`src/rtl/core/crcz_pkg.sv`:
```
// Shared constants, register indexes and sequencer states for the CRC zero-shift operator.
package crcz_pkg;

    localparam int CRC_WIDTH_DEF = 32;

    // CRC-32C reflected; the normal form of this polynomial is 0x1EDC6F41.
    localparam logic [31:0] POLY_RESET = 32'h82F6_3B78;

    localparam int SHIFT_W = 5;
    localparam logic [SHIFT_W-1:0] SHIFT_RESET = 5'd13;

    // The one-bit operator is squared three times to reach one byte.
    localparam int BASE_SQUARES = 3;
    localparam int SQ_CNT_W = 6;

    localparam int CFG_INDEX_W = 2;
    localparam logic [CFG_INDEX_W-1:0] CFG_CRC_POLY = 2'd0;
    localparam logic [CFG_INDEX_W-1:0] CFG_SHIFT_LOG2 = 2'd1;

    typedef enum logic [2:0] {
        ST_IDLE,
        ST_INIT,
        ST_SQ_LOAD,
        ST_SQ_LOADW,
        ST_SQ_ACC,
        ST_AP_ADDR,
        ST_AP_ACC
    } state_t;

endpackage

```
`src/rtl/core/crcz_ram.sv`:
```
// Generic single-write, single-read RAM with registered read data.
module crcz_ram #(
    parameter int WIDTH = 32,
    parameter int DEPTH = 32,
    parameter int ADDR_W = $clog2(DEPTH)
) (
    input  logic              clk,
    input  logic              wr_en,
    input  logic [ADDR_W-1:0] wr_addr,
    input  logic [WIDTH-1:0]  wr_data,
    input  logic [ADDR_W-1:0] rd_addr,
    output logic [WIDTH-1:0]  rd_data
);

    logic [WIDTH-1:0] mem [DEPTH];

    always_ff @(posedge clk)
    begin
        if (wr_en)
        begin
            mem[wr_addr] <= wr_data;
        end
        rd_data <= mem[rd_addr];
    end

endmodule

```
`src/rtl/core/crc_zero_shift_operator.sv`:
```
// Top level: advances a reflected CRC register over 2^shift_log2 zero bytes.
//
// An item is taken when start is high and busy is low; its result appears on value_out
// for exactly one cycle with done high, and the receiver cannot stall it. All work runs
// through one AND-XOR accumulator that folds in one operator row per cycle while in an
// accumulate state, read from a pair of ping-pong row memories. Applying a cached operator
// runs ST_AP_ADDR and then ST_AP_ACC over every row, and busy falls in the done cycle. The
// first item after reset or after a write to CRC_POLY or SHIFT_LOG2 first rebuilds the
// operator: ST_INIT writes the one-zero-bit operator, which is then squared 3 + shift_log2
// times. Register writes are taken only while busy is low.
module crc_zero_shift_operator #(
    parameter int CRC_WIDTH = crcz_pkg::CRC_WIDTH_DEF
) (
    input  logic                             clk,
    input  logic                             rst_n,
    input  logic                             start,
    output logic                             busy,
    input  logic [CRC_WIDTH-1:0]             value_in,
    output logic                             done,
    output logic [CRC_WIDTH-1:0]             value_out,
    input  logic                             cfg_valid,
    output logic                             cfg_ready,
    input  logic [crcz_pkg::CFG_INDEX_W-1:0] cfg_index,
    input  logic [CRC_WIDTH-1:0]             cfg_data
);

    localparam int IDX_W = $clog2(CRC_WIDTH);
    localparam logic [IDX_W-1:0] LAST_IDX = IDX_W'(CRC_WIDTH - 1);

    crcz_pkg::state_t state_reg, state_next;

    logic [CRC_WIDTH-1:0]          poly_reg, poly_next;
    logic [crcz_pkg::SHIFT_W-1:0]  shift_reg, shift_next;
    logic                          ready_reg, ready_next;
    logic                          bank_reg, bank_next;
    logic [IDX_W-1:0]              row_reg, row_next;
    logic [IDX_W-1:0]              idx_reg, idx_next;
    logic [crcz_pkg::SQ_CNT_W-1:0] sq_cnt_reg, sq_cnt_next;
    logic                          done_reg, done_next;

    logic [CRC_WIDTH-1:0] acc_reg, acc_next;
    logic [CRC_WIDTH-1:0] mul_vec_reg, mul_vec_next;
    logic [CRC_WIDTH-1:0] in_vec_reg, in_vec_next;
    logic [CRC_WIDTH-1:0] value_out_reg, value_out_next;

    logic                          cfg_we;
    logic                          in_take;
    logic [IDX_W-1:0]              rd_addr;
    logic                          wr_en;
    logic                          wr_bank;
    logic [IDX_W-1:0]              wr_addr;
    logic [CRC_WIDTH-1:0]          wr_data;
    logic [CRC_WIDTH-1:0]          rd_data0;
    logic [CRC_WIDTH-1:0]          rd_data1;
    logic [CRC_WIDTH-1:0]          rd_src;
    logic [CRC_WIDTH-1:0]          acc_sum;
    logic [crcz_pkg::SQ_CNT_W-1:0] sq_total;
    logic [crcz_pkg::SQ_CNT_W-1:0] sq_cnt_inc;

    assign busy      = (state_reg != crcz_pkg::ST_IDLE);
    assign cfg_ready = !busy;
    assign cfg_we    = cfg_valid && cfg_ready;
    assign in_take   = start && !busy;
    assign done      = done_reg;
    assign value_out = value_out_reg;

    // Bank bank_reg holds the current operator; the other bank receives the square.
    assign rd_src     = bank_reg ? rd_data1 : rd_data0;
    assign acc_sum    = acc_reg ^ (mul_vec_reg[idx_reg] ? rd_src : '0);
    assign sq_total   = crcz_pkg::SQ_CNT_W'(crcz_pkg::BASE_SQUARES)
                      + crcz_pkg::SQ_CNT_W'(shift_reg);
    assign sq_cnt_inc = sq_cnt_reg + crcz_pkg::SQ_CNT_W'(1);

    crcz_ram #(
        .WIDTH (CRC_WIDTH),
        .DEPTH (CRC_WIDTH)
    ) u_bank0 (
        .clk     (clk),
        .wr_en   (wr_en && !wr_bank),
        .wr_addr (wr_addr),
        .wr_data (wr_data),
        .rd_addr (rd_addr),
        .rd_data (rd_data0)
    );

    crcz_ram #(
        .WIDTH (CRC_WIDTH),
        .DEPTH (CRC_WIDTH)
    ) u_bank1 (
        .clk     (clk),
        .wr_en   (wr_en && wr_bank),
        .wr_addr (wr_addr),
        .wr_data (wr_data),
        .rd_addr (rd_addr),
        .rd_data (rd_data1)
    );

    always_comb
    begin
        state_next     = state_reg;
        poly_next      = poly_reg;
        shift_next     = shift_reg;
        ready_next     = ready_reg;
        bank_next      = bank_reg;
        row_next       = row_reg;
        idx_next       = idx_reg;
        sq_cnt_next    = sq_cnt_reg;
        done_next      = 1'b0;
        acc_next       = acc_reg;
        mul_vec_next   = mul_vec_reg;
        in_vec_next    = in_vec_reg;
        value_out_next = value_out_reg;
        rd_addr        = '0;
        wr_en          = 1'b0;
        wr_bank        = !bank_reg;
        wr_addr        = row_reg;
        wr_data        = acc_sum;

        if (cfg_we)
        begin
            case (cfg_index)
                crcz_pkg::CFG_CRC_POLY:
                begin
                    poly_next  = cfg_data;
                    ready_next = 1'b0;
                end
                crcz_pkg::CFG_SHIFT_LOG2:
                begin
                    shift_next = cfg_data[crcz_pkg::SHIFT_W-1:0];
                    ready_next = 1'b0;
                end
                default:
                begin
                end
            endcase
        end

        case (state_reg)
            crcz_pkg::ST_IDLE:
            begin
                if (in_take)
                begin
                    in_vec_next = value_in;
                    row_next    = '0;
                    // A register write in the same cycle invalidates the operator first.
                    if (ready_reg && !cfg_we)
                    begin
                        state_next = crcz_pkg::ST_AP_ADDR;
                    end
                    else
                    begin
                        state_next = crcz_pkg::ST_INIT;
                    end
                end
            end
            crcz_pkg::ST_INIT:
            begin
                // One-zero-bit operator: row 0 is the polynomial, row n is bit n-1.
                wr_en   = 1'b1;
                wr_bank = 1'b0;
                wr_data = (row_reg == '0) ? poly_reg
                        : (CRC_WIDTH'(1) << (row_reg - IDX_W'(1)));
                if (row_reg == LAST_IDX)
                begin
                    row_next    = '0;
                    bank_next   = 1'b0;
                    sq_cnt_next = '0;
                    state_next  = crcz_pkg::ST_SQ_LOAD;
                end
                else
                begin
                    row_next = row_reg + IDX_W'(1);
                end
            end
            crcz_pkg::ST_SQ_LOAD:
            begin
                rd_addr    = row_reg;
                state_next = crcz_pkg::ST_SQ_LOADW;
            end
            crcz_pkg::ST_SQ_LOADW:
            begin
                mul_vec_next = rd_src;
                acc_next     = '0;
                idx_next     = '0;
                state_next   = crcz_pkg::ST_SQ_ACC;
            end
            crcz_pkg::ST_SQ_ACC:
            begin
                acc_next = acc_sum;
                if (idx_reg == LAST_IDX)
                begin
                    wr_en = 1'b1;
                    if (row_reg == LAST_IDX)
                    begin
                        row_next    = '0;
                        bank_next   = !bank_reg;
                        sq_cnt_next = sq_cnt_inc;
                        if (sq_cnt_inc == sq_total)
                        begin
                            ready_next = 1'b1;
                            state_next = crcz_pkg::ST_AP_ADDR;
                        end
                        else
                        begin
                            state_next = crcz_pkg::ST_SQ_LOAD;
                        end
                    end
                    else
                    begin
                        row_next   = row_reg + IDX_W'(1);
                        state_next = crcz_pkg::ST_SQ_LOAD;
                    end
                end
                else
                begin
                    rd_addr  = idx_reg + IDX_W'(1);
                    idx_next = idx_reg + IDX_W'(1);
                end
            end
            crcz_pkg::ST_AP_ADDR:
            begin
                mul_vec_next = in_vec_reg;
                acc_next     = '0;
                idx_next     = '0;
                state_next   = crcz_pkg::ST_AP_ACC;
            end
            crcz_pkg::ST_AP_ACC:
            begin
                acc_next = acc_sum;
                if (idx_reg == LAST_IDX)
                begin
                    value_out_next = acc_sum;
                    done_next      = 1'b1;
                    state_next     = crcz_pkg::ST_IDLE;
                end
                else
                begin
                    rd_addr  = idx_reg + IDX_W'(1);
                    idx_next = idx_reg + IDX_W'(1);
                end
            end
            default:
            begin
                state_next = crcz_pkg::ST_IDLE;
            end
        endcase
    end

    always_ff @(posedge clk or negedge rst_n)
    begin
        if (!rst_n)
        begin
            state_reg  <= crcz_pkg::ST_IDLE;
            poly_reg   <= CRC_WIDTH'(crcz_pkg::POLY_RESET);
            shift_reg  <= crcz_pkg::SHIFT_RESET;
            ready_reg  <= 1'b0;
            bank_reg   <= 1'b0;
            row_reg    <= '0;
            idx_reg    <= '0;
            sq_cnt_reg <= '0;
            done_reg   <= 1'b0;
        end
        else
        begin
            state_reg  <= state_next;
            poly_reg   <= poly_next;
            shift_reg  <= shift_next;
            ready_reg  <= ready_next;
            bank_reg   <= bank_next;
            row_reg    <= row_next;
            idx_reg    <= idx_next;
            sq_cnt_reg <= sq_cnt_next;
            done_reg   <= done_next;
        end
    end

    always_ff @(posedge clk)
    begin
        acc_reg       <= acc_next;
        mul_vec_reg   <= mul_vec_next;
        in_vec_reg    <= in_vec_next;
        value_out_reg <= value_out_next;
    end

    // An accepted word always makes the block busy on the next cycle.
    a_start_busy: assert property (@(posedge clk) disable iff (!rst_n)
        in_take |=> busy)
        else $error("accepted word did not raise busy");

    // A result is only produced from a fully built operator.
    a_done_ready: assert property (@(posedge clk) disable iff (!rst_n)
        done |-> ready_reg)
        else $error("result strobe without a built operator");

    // A write to CRC_POLY or SHIFT_LOG2 invalidates the cached operator.
    a_cfg_clears: assert property (@(posedge clk) disable iff (!rst_n)
        (cfg_we && (cfg_index == crcz_pkg::CFG_CRC_POLY
                    || cfg_index == crcz_pkg::CFG_SHIFT_LOG2)) |=> !ready_reg)
        else $error("register write left the operator marked valid");

    // The result strobe is never high in back-to-back cycles.
    a_done_single: assert property (@(posedge clk) disable iff (!rst_n)
        done |=> !done)
        else $error("result strobe held for more than one cycle");

endmodule
```
`config.mk`:
```
export PLATFORM = sky130hd
export DESIGN_NAME = crc_zero_shift_operator
export DESIGN_NICKNAME = d
export VERILOG_FILES = /design/src/rtl/core/crcz_pkg.sv /design/src/rtl/core/crcz_ram.sv /design/src/rtl/core/crc_zero_shift_operator.sv
export SDC_FILE = /design/constraint.sdc
export NUM_CORES = 2
export LEC_CHECK = 0
export BUFFER_PORTS_ARGS = -buffer_cell sky130_fd_sc_hd__buf_2
export CAP_MARGIN = 20
export CORE_AREA = 2 2 409 411
export DETAILED_ROUTE_END_ITERATION = 10
export DIE_AREA = 0 0 411 413
export PLACE_DENSITY = 0.78
export SYNTH_ARGS = -nofsm -noshare
export SYNTH_HDL_FRONTEND = slang
export SYNTH_SLANG_ARGS = --single-unit
```
`constraint.sdc`:
```
create_clock -name clk -period 14.3 [get_ports clk]
set_input_delay 2.86 -clock clk [delete_from_list [all_inputs] [get_ports clk]]
set_output_delay 2.86 -clock clk [all_outputs]
set_load 0.01 [all_outputs]
```
==> flow_summary_export.csv <==
group,metric,value,unit
clock_tree,clk_latency,850,ps
drt,viasPerCell,6.52,
grt,antenna_found_initial,8,
finish,areaGrowthSynthToFinish,11.6,%
yosys,synth_xor_area_share,0.456,%
drt,drc,0,
yosys,syn-num-nets,6081,
yosys,ys.flop_type,"edfxtp_1",
sta,whs,500,ps
power,ir_drop,0.000347,V
floorplanning,core.rowCount,150,
drt,drt-initial-drc-count,9150,
sta,relSlewSlack,22.8,%
critical_path,cp.required,14950,ps
yosys,synth_top_family_by_area,"simple AND/OR/NAND/NOR gates",
placed_design,pre_cts_ws,8120,ps
yosys,synth_compound_gate_area_share,6.63,%
flow_run,cap_viol_max_count,0,
yosys,synth.distinct_cells,70,
sta,fin_crit_sh,45.0,%
placed_design,port_buffers,104,
clock_tree,cts_tree,"built",
critical_path,critPathKind,"reg2reg",
yosys,async_flop_share,2.57,%
yosys,syn_area,0.0903,mm2
critical_path,worst_setup_path_end_kind,"register",
sta,drv_slew,0,
sta,setup_ws,7860,ps
drt,dr.pass1.iters,9,
clock_tree,clkSinkCount,2299,
critical_path,slowest_delay,1100,ps
floorplanning,die_h,413,um
yosys,syn_inst,6001,
floorplanning,start_util,54.4,%
finish,final_cell_mix,"2176 x edfxtp_1, 1169 x nand2_1, 561 x mux2i_1",
power,power.leakage,34.3,nW
yosys,syn_avg_cell_area,15.0,um2
yosys,synth_edf_count,2176,
outcome,outcome,"finished clean",
critical_path,crit_chain,"ha_1, and3_1, ha_1, nor4b_2, nor2_4, buf_4, buf_12, buf_12, mux2i_1, a32oi_1, a32oi_1, o2111ai_1",
floorplanning,die-area,0.170,mm2
hold_path,min_path_cells,2,
sta,hold_violations,0,
drt,routed_wl,241000,um
clock_tree,cts_hold_buf,0,
placed_design,gp_congestion,0.920,
drt,postRouteAntennaNets,0,
clock_tree,numCtsBuffers,204,
clock_tree,htree_num_levels,4,
critical_path,slowest_stage,"dfrtp_1",
sta,fin_crit,6440,ps
clock_tree,post_cts_buffers,0,
grt,grt_pass1_wl,347000,um
floorplanning,die_x,411,um
sta,setup_viol,0,
power,power,0.0248,W
sta,tightest_slew,1160,ps
finish,drive_above_1_share,11.9,%
grt,grt_usage,27.9,%
yosys,synthMuxAreaShare,6.73,%
sta,skew,31.3,ps
yosys,synth-seq-area-share,75.5,%
critical_path,arrival,7080,ps
placed_design,dp_hpwl,125000,um
floorplanning,ios,105,
clock_tree,cts_buffer_depth,3,
yosys,synthSimpleGateAreaFrac,8.44,%
yosys,synthAdderAreaFrac,0.139,%
power,powerDensity,246,mW/mm2
drt,drt-wirelength-per-cell,28.5,um
finish,fin_nets,6154,
grt,grt_max_degree,173,
clock_tree,cts_resized,0,
sta,finalSetupTns,0,ps
clock_tree,clk_pin_slew,70,ps
drt,vias,55100,
hold_path,hold_path_class,"reg2reg",
yosys,ys_seq_elements,2299,
critical_path,startpoint_type,"register",
critical_path,r2r_cells,12,
finish,postLayoutCoreUtil,60.7,%
grt,gr-total-overflow,0,
clock_tree,cts_root_buffer,"clkbuf_16",
grt,first_global_vias,52700,
finish,layout_commonest_cell,"edfxtp_1",
yosys,synth_warnings,0,
floorplanning,coreArea,0.166,mm2
sta,rsz0062_at_grt,"false",
sta,fmax,155,MHz
critical_path,crit_fanout,156,
finish,top_regs,"u_bank0.mem x1024, u_bank1.mem x1024",
## critical path: cells and delay by family (launching register included)
kind,cells,cell delay [ps]
simple gates,3,490
mux,1,270
fa+ha+maj,2,900
compound gates,3,1130
flops,1,1100
buf+inv,3,2060
## final timing paths
path                            start                  to  slack (ps)
setup / recovery           idx_reg[0]  u_bank1.rd_data[2]        7860
hold / removal              ready_reg           ready_reg         500
setup reg to reg           idx_reg[0]  u_bank1.rd_data[2]        7860
hold reg to reg             ready_reg           ready_reg         500
max in group asynchronous       rst_n            bank_reg       11520
min in group asynchronous       rst_n        poly_reg[19]        2210
## layer usage
layer	vias up	routed length [um]	global-route usage, %
li1	23100	-	-
met1	27300	87700	37.9
met2	4110	109000	42.6
met3	616	32900	6.98
met4	6	11800	13.0
met5	-	44	0
## final cells by class
class,count,area [um2]
clock inverter,115,1140
sequential,2299,68100
multi-input combinational,3275,21100
tap,2204,2760
inverter,43,161
clock buffer,266,5680
fill,11400,65200
antenna,1,2.50
timing repair buffer,251,1770
## power breakdown
| part | leakage [nW] | total, W | internal, W | switching, W |
|---|---|---|---|---|
| clock network | 3.33 | 0.00557 | 0.00319 | 0.00238 |
| registers | 20.9 | 0.0111 | 0.0108 | 0.000359 |
| logic | 10.1 | 0.00812 | 0.00177 | 0.00635 |
| total | 34.3 | 0.0248 | 0.0157 | 0.00909 |
## logic make-up after synthesis
group                    after synthesis
buffers and inverters                427
adder cells (fa/ha/maj)               10
AND/OR/NAND/NOR                     1819
AO/OA/AOI/OAI                        797
flip-flops                          2299
multiplexers                         602
XOR/XNOR                              47
## stage by stage
stage                     cells  area [um2]
after floorplan            6001       90300
after global placement     8071       93900
after detailed placement   8072       93900
after CTS                  8453      101000
after global routing       8453      101000
final                      8454      101000
## synth_stat cells, types with 39 or more instances
master / instances / area (um2)
dfrtp_1: 39 / 976
dfxtp_1: 64 / 1280
clkbuf_1: 190 / 713
mux2_2: 41 / 462
nor2_1: 221 / 830
nand2_1: 1170 / 4390
mux2i_1: 561 / 5620
inv_1: 43 / 161
edfxtp_1: 2176 / 65300
a21oi_1: 214 / 1070
nand3_1: 335 / 1680
a221oi_1: 64 / 561
buf_2: 147 / 736
a32oi_1: 305 / 2670
o2111ai_1: 61 / 534
No activity file was read; power rests on OpenSTA's default activity.
